===== config.mk =====
export PLATFORM = sky130hd
export DESIGN_NAME = imu_orientation_frame_parser
export DESIGN_NICKNAME = d
export VERILOG_FILES = /design/src/design/iofp_pkg.sv /design/src/design/imu_orientation_frame_parser.sv /design/src/design/iofp_parser.sv /design/src/design/iofp_queue.sv /design/src/design/iofp_convert.sv
export SDC_FILE = /design/constraint.sdc
export NUM_CORES = 1
export LEC_CHECK = 0
export ABC_AREA = 1
export CORE_UTILIZATION = 37
export DETAILED_ROUTE_END_ITERATION = 7
export DONT_BUFFER_PORTS = 1
export REMOVE_ABC_BUFFERS = 1
export SLEW_MARGIN = 0
export SYNTH_ARGS = -nofsm -noshare
export SYNTH_HDL_FRONTEND = slang
export SYNTH_HIERARCHICAL = 1
export SYNTH_SLANG_ARGS = --single-unit

===== constraint.sdc =====
create_clock -name clk -period 6.9 [get_ports clk]
set_input_delay 1.38 -clock clk [delete_from_list [all_inputs] [get_ports clk]]
set_output_delay 1.38 -clock clk [all_outputs]
set_load 0.02 [all_outputs]

===== src/design/iofp_pkg.sv =====
// ----------------------------------------------------------------------------
// iofp_pkg
// Shared types and constants for the orientation frame parser.
// ----------------------------------------------------------------------------
package iofp_pkg;

  localparam logic [7:0] HDR_BYTE = 8'hAA;

  typedef logic [4:0] pos_t;

  localparam pos_t FIRST_BODY_POS = 5'd2;
  localparam pos_t YAW_LO_POS     = 5'd3;
  localparam pos_t YAW_HI_POS     = 5'd4;
  localparam pos_t PITCH_LO_POS   = 5'd5;
  localparam pos_t PITCH_HI_POS   = 5'd6;
  localparam pos_t ROLL_LO_POS    = 5'd7;
  localparam pos_t ROLL_HI_POS    = 5'd8;
  localparam pos_t SUM_POS        = 5'd18;

  localparam logic [11:0] YAW_WRAP    = 12'd3600;
  localparam logic [15:0] DIV10_MUL   = 16'd52429;
  localparam int          DIV10_SHIFT = 19;

  typedef enum logic [1:0] {
    PH_SEEK1,
    PH_SEEK2,
    PH_BODY
  } phase_t;

  typedef struct packed {
    logic        status;
    logic [7:0]  sum;
    logic [15:0] yaw;
    logic [15:0] pitch;
    logic [15:0] roll;
  } frame_rec_t;

  // magnitude / 10 for magnitudes up to 32768
  function automatic logic [12:0] div10_mag(input logic [15:0] mag);
    logic [31:0] prod;
    prod = 32'(mag) * 32'(DIV10_MUL);
    return prod[31:DIV10_SHIFT];
  endfunction

endpackage


===== src/design/imu_orientation_frame_parser.sv =====
// ----------------------------------------------------------------------------
// imu_orientation_frame_parser
// Byte-serial orientation frame parser: header search, checksum, and
// conversion of yaw, pitch and roll to tenths of a degree.
// ----------------------------------------------------------------------------
//  channel | valid     | stall     | payload
//  in      | in_valid  | in_stall  | rx_byte
//  out     | out_valid | out_stall | frame_status, yaw_hundredths, yaw_tenths,
//          |           |           | pitch_tenths, roll_tenths, computed_sum
//
//  One byte per cycle while in_stall is low. A frame's record is written to
//  the queue as its checksum byte is taken, then passes the sign/magnitude
//  stage and then the divide stage before its result appears.
//  in_stall rises only while the record queue is full.
//  Synchronous reset clears the parse state, the queue and both stage valids.
// ----------------------------------------------------------------------------
module imu_orientation_frame_parser #(
  parameter int QUEUE_DEPTH = 2
) (
  input  logic               clk,
  input  logic               rst,
  input  logic               in_valid,
  output logic               in_stall,
  input  logic [7:0]         rx_byte,
  output logic               out_valid,
  input  logic               out_stall,
  output logic               frame_status,
  output logic signed [15:0] yaw_hundredths,
  output logic [11:0]        yaw_tenths,
  output logic signed [12:0] pitch_tenths,
  output logic signed [12:0] roll_tenths,
  output logic [7:0]         computed_sum
);
  import iofp_pkg::*;

  logic       push_valid;
  frame_rec_t push_data;
  logic       q_full;
  logic       q_empty;
  logic       q_pop;
  frame_rec_t q_data;

  iofp_parser u_parser (
    .clk        (clk),
    .rst        (rst),
    .in_valid   (in_valid),
    .in_stall   (in_stall),
    .rx_byte    (rx_byte),
    .q_full     (q_full),
    .push_valid (push_valid),
    .push_data  (push_data)
  );

  iofp_queue #(
    .Depth (QUEUE_DEPTH)
  ) u_queue (
    .clk       (clk),
    .rst       (rst),
    .push      (push_valid),
    .push_data (push_data),
    .full      (q_full),
    .pop       (q_pop),
    .empty     (q_empty),
    .pop_data  (q_data)
  );

  iofp_convert u_convert (
    .clk            (clk),
    .rst            (rst),
    .q_empty        (q_empty),
    .q_data         (q_data),
    .q_pop          (q_pop),
    .out_valid      (out_valid),
    .out_stall      (out_stall),
    .frame_status   (frame_status),
    .yaw_hundredths (yaw_hundredths),
    .yaw_tenths     (yaw_tenths),
    .pitch_tenths   (pitch_tenths),
    .roll_tenths    (roll_tenths),
    .computed_sum   (computed_sum)
  );

endmodule


===== src/design/iofp_parser.sv =====
// ----------------------------------------------------------------------------
// iofp_parser
// Header search, body byte collection and checksum; pushes one record per frame.
// ----------------------------------------------------------------------------
module iofp_parser (
  input  logic               clk,
  input  logic               rst,
  input  logic               in_valid,
  output logic               in_stall,
  input  logic [7:0]         rx_byte,
  input  logic               q_full,
  output logic               push_valid,
  output iofp_pkg::frame_rec_t push_data
);
  import iofp_pkg::*;

  phase_t      phase;
  phase_t      phase_next;
  pos_t        pos;
  logic [7:0]  sum;
  logic [15:0] yaw_word;
  logic [15:0] pitch_word;
  logic [15:0] roll_word;
  logic        accept;
  logic        in_body;
  logic        is_hdr;
  logic        frame_end;

  assign in_stall = q_full;
  assign accept   = in_valid && !in_stall;
  assign in_body  = pos < SUM_POS;
  assign is_hdr   = rx_byte == HDR_BYTE;

  always_comb begin
    phase_next = phase;
    case (phase)
      PH_SEEK1: phase_next = is_hdr ? PH_SEEK2 : PH_SEEK1;
      PH_SEEK2: phase_next = is_hdr ? PH_BODY : PH_SEEK1;
      PH_BODY:  phase_next = in_body ? PH_BODY : PH_SEEK1;
      default:  phase_next = is_hdr ? PH_SEEK2 : PH_SEEK1;
    endcase
  end

  always_comb begin
    frame_end = (phase == PH_BODY) && !in_body;
    push_valid = accept && frame_end;
    push_data.status = sum != rx_byte;
    push_data.sum    = sum;
    push_data.yaw    = yaw_word;
    push_data.pitch  = pitch_word;
    push_data.roll   = roll_word;
  end

  always_ff @(posedge clk) begin
    if (rst) begin
      phase <= PH_SEEK1;
      pos   <= '0;
      sum   <= '0;
    end else if (accept) begin
      phase <= phase_next;
      if (phase == PH_SEEK2 && is_hdr) begin
        pos <= FIRST_BODY_POS;
        sum <= '0;
      end else if (phase == PH_BODY) begin
        if (in_body) begin
          pos <= pos + 5'd1;
          sum <= sum + rx_byte;
        end else begin
          pos <= '0;
          sum <= '0;
        end
      end
    end
  end

  always_ff @(posedge clk) begin
    if (accept && phase == PH_BODY) begin
      case (pos)
        YAW_LO_POS:   yaw_word[7:0]    <= rx_byte;
        YAW_HI_POS:   yaw_word[15:8]   <= rx_byte;
        PITCH_LO_POS: pitch_word[7:0]  <= rx_byte;
        PITCH_HI_POS: pitch_word[15:8] <= rx_byte;
        ROLL_LO_POS:  roll_word[7:0]   <= rx_byte;
        ROLL_HI_POS:  roll_word[15:8]  <= rx_byte;
        default: ;
      endcase
    end
  end

endmodule


===== src/design/iofp_queue.sv =====
// ----------------------------------------------------------------------------
// iofp_queue
// Short FIFO of frame records between parser and converter.
// ----------------------------------------------------------------------------
module iofp_queue #(
  parameter int Depth = 2
) (
  input  logic                 clk,
  input  logic                 rst,
  input  logic                 push,
  input  iofp_pkg::frame_rec_t push_data,
  output logic                 full,
  input  logic                 pop,
  output logic                 empty,
  output iofp_pkg::frame_rec_t pop_data
);
  import iofp_pkg::*;

  localparam int PtrW = (Depth > 1) ? $clog2(Depth) : 1;
  localparam int CntW = $clog2(Depth + 1);

  frame_rec_t      entries [Depth];
  logic [PtrW-1:0] wr_ptr;
  logic [PtrW-1:0] rd_ptr;
  logic [CntW-1:0] count;
  logic            do_push;
  logic            do_pop;

  assign full     = count == CntW'(Depth);
  assign empty    = count == '0;
  assign do_push  = push && !full;
  assign do_pop   = pop && !empty;
  assign pop_data = entries[rd_ptr];

  always_ff @(posedge clk) begin
    if (do_push) begin
      entries[wr_ptr] <= push_data;
    end
  end

  always_ff @(posedge clk) begin
    if (rst) begin
      wr_ptr <= '0;
      rd_ptr <= '0;
      count  <= '0;
    end else begin
      if (do_push) begin
        wr_ptr <= (wr_ptr == PtrW'(Depth - 1)) ? '0 : wr_ptr + 1'b1;
      end
      if (do_pop) begin
        rd_ptr <= (rd_ptr == PtrW'(Depth - 1)) ? '0 : rd_ptr + 1'b1;
      end
      if (do_push && !do_pop) begin
        count <= count + 1'b1;
      end else if (do_pop && !do_push) begin
        count <= count - 1'b1;
      end
    end
  end

endmodule


===== src/design/iofp_convert.sv =====
// ----------------------------------------------------------------------------
// iofp_convert
// Two-stage conversion of a frame record to tenths of a degree.
// ----------------------------------------------------------------------------
module iofp_convert (
  input  logic                 clk,
  input  logic                 rst,
  input  logic                 q_empty,
  input  iofp_pkg::frame_rec_t q_data,
  output logic                 q_pop,
  output logic                 out_valid,
  input  logic                 out_stall,
  output logic                 frame_status,
  output logic signed [15:0]   yaw_hundredths,
  output logic [11:0]          yaw_tenths,
  output logic signed [12:0]   pitch_tenths,
  output logic signed [12:0]   roll_tenths,
  output logic [7:0]           computed_sum
);
  import iofp_pkg::*;

  // stage A: sign and magnitude
  logic        a_valid;
  logic        a_status;
  logic [7:0]  a_sum;
  logic [15:0] a_yaw_raw;
  logic [15:0] a_yaw_mag;
  logic [15:0] a_pitch_mag;
  logic [15:0] a_roll_mag;
  logic        a_yaw_neg;
  logic        a_pitch_neg;
  logic        a_roll_neg;

  logic        a_ready;
  logic        b_ready;
  logic [12:0] yaw_q;
  logic [12:0] pitch_q;
  logic [12:0] roll_q;

  assign b_ready = !out_valid || !out_stall;
  assign a_ready = !a_valid || b_ready;
  assign q_pop   = !q_empty && a_ready;

  always_ff @(posedge clk) begin
    if (rst) begin
      a_valid <= 1'b0;
    end else if (a_ready) begin
      a_valid <= !q_empty;
    end
  end

  always_ff @(posedge clk) begin
    if (q_pop) begin
      a_status    <= q_data.status;
      a_sum       <= q_data.sum;
      a_yaw_raw   <= q_data.yaw;
      a_yaw_neg   <= q_data.yaw[15];
      a_pitch_neg <= q_data.pitch[15];
      a_roll_neg  <= q_data.roll[15];
      a_yaw_mag   <= q_data.yaw[15] ? 16'(-q_data.yaw) : q_data.yaw;
      a_pitch_mag <= q_data.pitch[15] ? 16'(-q_data.pitch) : q_data.pitch;
      a_roll_mag  <= q_data.roll[15] ? 16'(-q_data.roll) : q_data.roll;
    end
  end

  assign yaw_q   = div10_mag(a_yaw_mag);
  assign pitch_q = div10_mag(a_pitch_mag);
  assign roll_q  = div10_mag(a_roll_mag);

  always_ff @(posedge clk) begin
    if (rst) begin
      out_valid <= 1'b0;
    end else if (b_ready) begin
      out_valid <= a_valid;
    end
  end

  always_ff @(posedge clk) begin
    if (a_valid && b_ready) begin
      frame_status   <= a_status;
      computed_sum   <= a_sum;
      yaw_hundredths <= a_yaw_raw;
      yaw_tenths     <= (a_yaw_neg && yaw_q != '0) ? YAW_WRAP - yaw_q[11:0] : yaw_q[11:0];
      pitch_tenths   <= a_pitch_neg ? -pitch_q : pitch_q;
      roll_tenths    <= a_roll_neg ? -roll_q : roll_q;
    end
  end

endmodule


==> results.ini <==
[synth]
synth-async-reset-ratio=0
yosys.area.top_type=edfxtp_1
synth_edf_count=299
ys.flop_type=edfxtp_1
postSynthCellCount=2983
yosysSeqAreaShare=0.3258
ys_types=50
synth.area.top_cells=edfxtp_1 (31%), ha_1 (18%), fa_1 (17%), inv_1 (9.0%), nand2_1 (6.9%)
synth-seq-cells=321
synth_top_area_share=0.3106
avgSynthCellArea_um2=9.692
syn_area_mm2=0.02891
yosys_warnings=6

[route]
wl_per_cell_um=15.23
vias_per_cell=4.622
drc_errors=0
drt-total-wl_um=62230
drtAntennaViolNets=0
initialDrtViolationCount=853
firstDrtPassIters=7
vias=18890

[pwr]
p_leak_nw=15.03
peakVddDrop_mv=0.1709
power.density_mw_per_mm2=131.5
total_power_w=0.004145

[sta]
achievable-frequency_ghz=0.1640
fin_tns_setup_ns=0
slew_headroom=0.1850
hold_viol=0
finalSetupViolations=0
worst_clock_skew_ns=0.02682
min_period_over_period=0.8837
worst_pin_slew_ns=1.213
rsz0062_at_grt=false
period_minus_slack_ns=6.097
drv_slew=0

[outcome]
outcome=complete, no violations

[clock_network]
htree_num_levels=2
holdBufCountCts=0
clk_pin_slew_ns=0.06
clock_latency_ns=0.58
post_cts_buffers=0
root_buffer=clkbuf_16
ctsResizeCount=0
cts_made_buffers=37
cts_tree=done
clkSinkCount=321
cts_max_path_buffers=3

[grt]
track_usage=0.1632
grt_max_degree=41
gr-total-overflow=0
grt_pass1_wl_um=102000
grt_pass1_vias=19460
grt_antenna_before_repair=0

[worst_setup_path]
reg2regPathDepth=29
reg2reg_from=u_convert/a_yaw_mag[2]
worstPathMaxFanout=10
timing.rr.end=u_convert/yaw_tenths[5]
cp.required_ns=7.23
reg2reg_slack_ns=0.80
crit_top_cell=nand2_1
slowest_delay_ns=0.54
path_class=flip-flop to flip-flop
crit_path_start_kind=flip-flop
critical-path-slowest-cell=fa_1
arrival_ns=6.43
endpoint_kind=flip-flop

[floorplanning]
fp.coreArea_mm2=0.07734
num_rows=102
start_util=0.3738
dieArea_mm2=0.07926
die_h_um=281.5
die_x_um=281.5
io_pins=77

[cells_and_area]
filler_cell_count=7667
nNetsFinal=3686
area_growth_pct=9.023
drive_gt1_frac=0.06564
antenna_cells=0

[placed_design]
dp_hpwl_um=50830
numPortBuffers=0
gp_congestion=0.9200

[worst_hold_path]
hold_depth=0
min_to=u_convert/yaw_hundredths[2]
min_from=u_convert/a_yaw_raw[2]
worstHoldPathType=flip-flop to flip-flop

[run]
maxCapViolCount=0

critical path: cells and delay by family, from the launching register on:
kind,cells,cell delay [ns]
buffers and inverters,7,0.41
AND/OR/NAND/NOR,14,1.39
flip-flops,1,0.49
adder cells (fa/ha/maj),8,3.54
layer usage:
layer,vias up,wire [um],global-route usage,share of wire
met5,-,0,0,0
met4,0,1157,0.03679,0.019
met3,63,2184,0.02428,0.035
met2,243,28270,0.2694,0.45
met1,8945,30620,0.2254,0.49
li1,9641,-,-,-
cell usage in the layout, fill, tap and decap left out, types with 4 or more instances in the layout:
| cell type | count |
|---|---|
| nand3_1 | 113 |
| clkinv_2 | 7 |
| nand2_2 | 19 |
| xor2_1 | 45 |
| ha_1 | 411 |
| nor2_1 | 168 |
| nand3b_1 | 12 |
| xnor2_1 | 37 |
| bufinv_16 | 4 |
| nand3_2 | 6 |
| inv_2 | 6 |
| o31ai_1 | 5 |
| nor2_2 | 11 |
| nor4_1 | 12 |
| nand4_1 | 29 |
| a21o_1 | 7 |
| buf_4 | 11 |
| mux2_4 | 30 |
| clkinv_1 | 5 |
| fa_1 | 243 |
| o21ai_0 | 67 |
| and2_1 | 6 |
| a21oi_1 | 99 |
| clkbuf_16 | 37 |
| edfxtp_1 | 299 |
| o21bai_1 | 6 |
| inv_1 | 691 |
| nor2_4 | 9 |
| clkinv_4 | 4 |
| dfxtp_1 | 21 |
| nand2_1 | 529 |
| nor3_1 | 26 |
| mux2_2 | 27 |
layout make-up:
cell class                      instances  area (um^2)  area share
Clock buffer                           41        950.9     0.03017
Inverter                              702         2650     0.08407
Clock inverter                         25        332.8     0.01056
Sequential cell                       321         9423      0.2989
Timing Repair Buffer                   11        82.58    0.002620
Multi-Input combinational cell       1947        16780      0.5324
Tap cell                             1040         1301     0.04128
power breakdown:
group	leakage (nW)	internal (W)	switching, W	total [W]
combinational	11.6	0.00000558	0.00000947	0.0000151
clock	0.619	0.00117	0.000856	0.00203
sequential	2.85	0.00210	0.000000218	0.00210
total	15.0	0.00328	0.000865	0.00414
Yosys cell counts (all sizes together), types with 5 or more instances:
cell type / number
xor2: 45
a21oi: 102
nand3b: 12
nand4: 29
nor4: 13
o31ai: 5
nand2: 551
xnor2: 37
a21o: 7
ha: 411
nor3b: 5
dfxtp: 22
nand3: 121
clkbuf: 5
buf: 8
edfxtp: 299
inv: 700
fa: 243
and2: 6
nor3: 27
o21ai: 74
nor2: 188
o21bai: 6
mux2: 57
cells by family after synthesis:
logic type | Yosys count | synth area share
simple gates | 954 | 0.1445
buf+inv | 715 | 0.09482
fa+ha+maj | 654 | 0.3461
flops | 321 | 0.3258
compound gates | 200 | 0.03787
xor+xnor | 82 | 0.02484
mux | 57 | 0.02610
how the worst max path moves through the flow:
stage,end,depth (start not counted),from,slack (ns)
finish,u_convert/yaw_tenths[5],29,u_convert/a_yaw_mag[2],0.80
global route,u_convert/yaw_tenths[6],29,u_convert/a_yaw_mag[2],0.35
CTS,u_convert/yaw_tenths[5],29,u_convert/a_yaw_mag[2],0.76
detailed placement,u_convert/yaw_tenths[8],29,u_convert/a_yaw_mag[2],0.79
global placement,u_convert/yaw_tenths[5],29,u_convert/a_yaw_mag[3],0.78
floorplan,u_convert/yaw_tenths[5],32,u_convert/a_yaw_mag[2],1.23
per-stage QoR:
stage | area, um^2 | setup slack (ns) | instances | util | hold WS (ns)
final | 31520 | 0.8026 | 4087 | 0.4076 | 0.4188
after global routing | 31520 | 0.3461 | 4087 | 0.4076 | 0.4276
after CTS | 31520 | 0.7641 | 4087 | 0.4076 | 0.4072
after detailed placement | 30240 | 0.7857 | 4021 | 0.3910 | 0.4045
after global placement | 30240 | 0.7830 | 4021 | 0.3910 | 0.4035
after floorplan | 28820 | 1.226 | 2970 | - | 0.4003
flip-flops by register name, indices dropped and copies added, names as in the netlist, 2 cells and up, named ones only:
register,cells
u_queue/count,2
u_queue/entries,114
u_parser/roll_word,16
u_convert/a_pitch_mag,16
u_parser/pos,5
u_parser/yaw_word,16
u_convert/a_yaw_mag,15
u_convert/pitch_tenths,13
u_parser/pitch_word,16
u_convert/a_sum,8
u_convert/yaw_hundredths,16
u_convert/roll_tenths,13
u_convert/computed_sum,8
u_convert/a_yaw_raw,16
u_parser/phase,2
u_convert/yaw_tenths,12
u_convert/a_roll_mag,16
u_parser/sum,8
(Power assumes the default switching activity.)
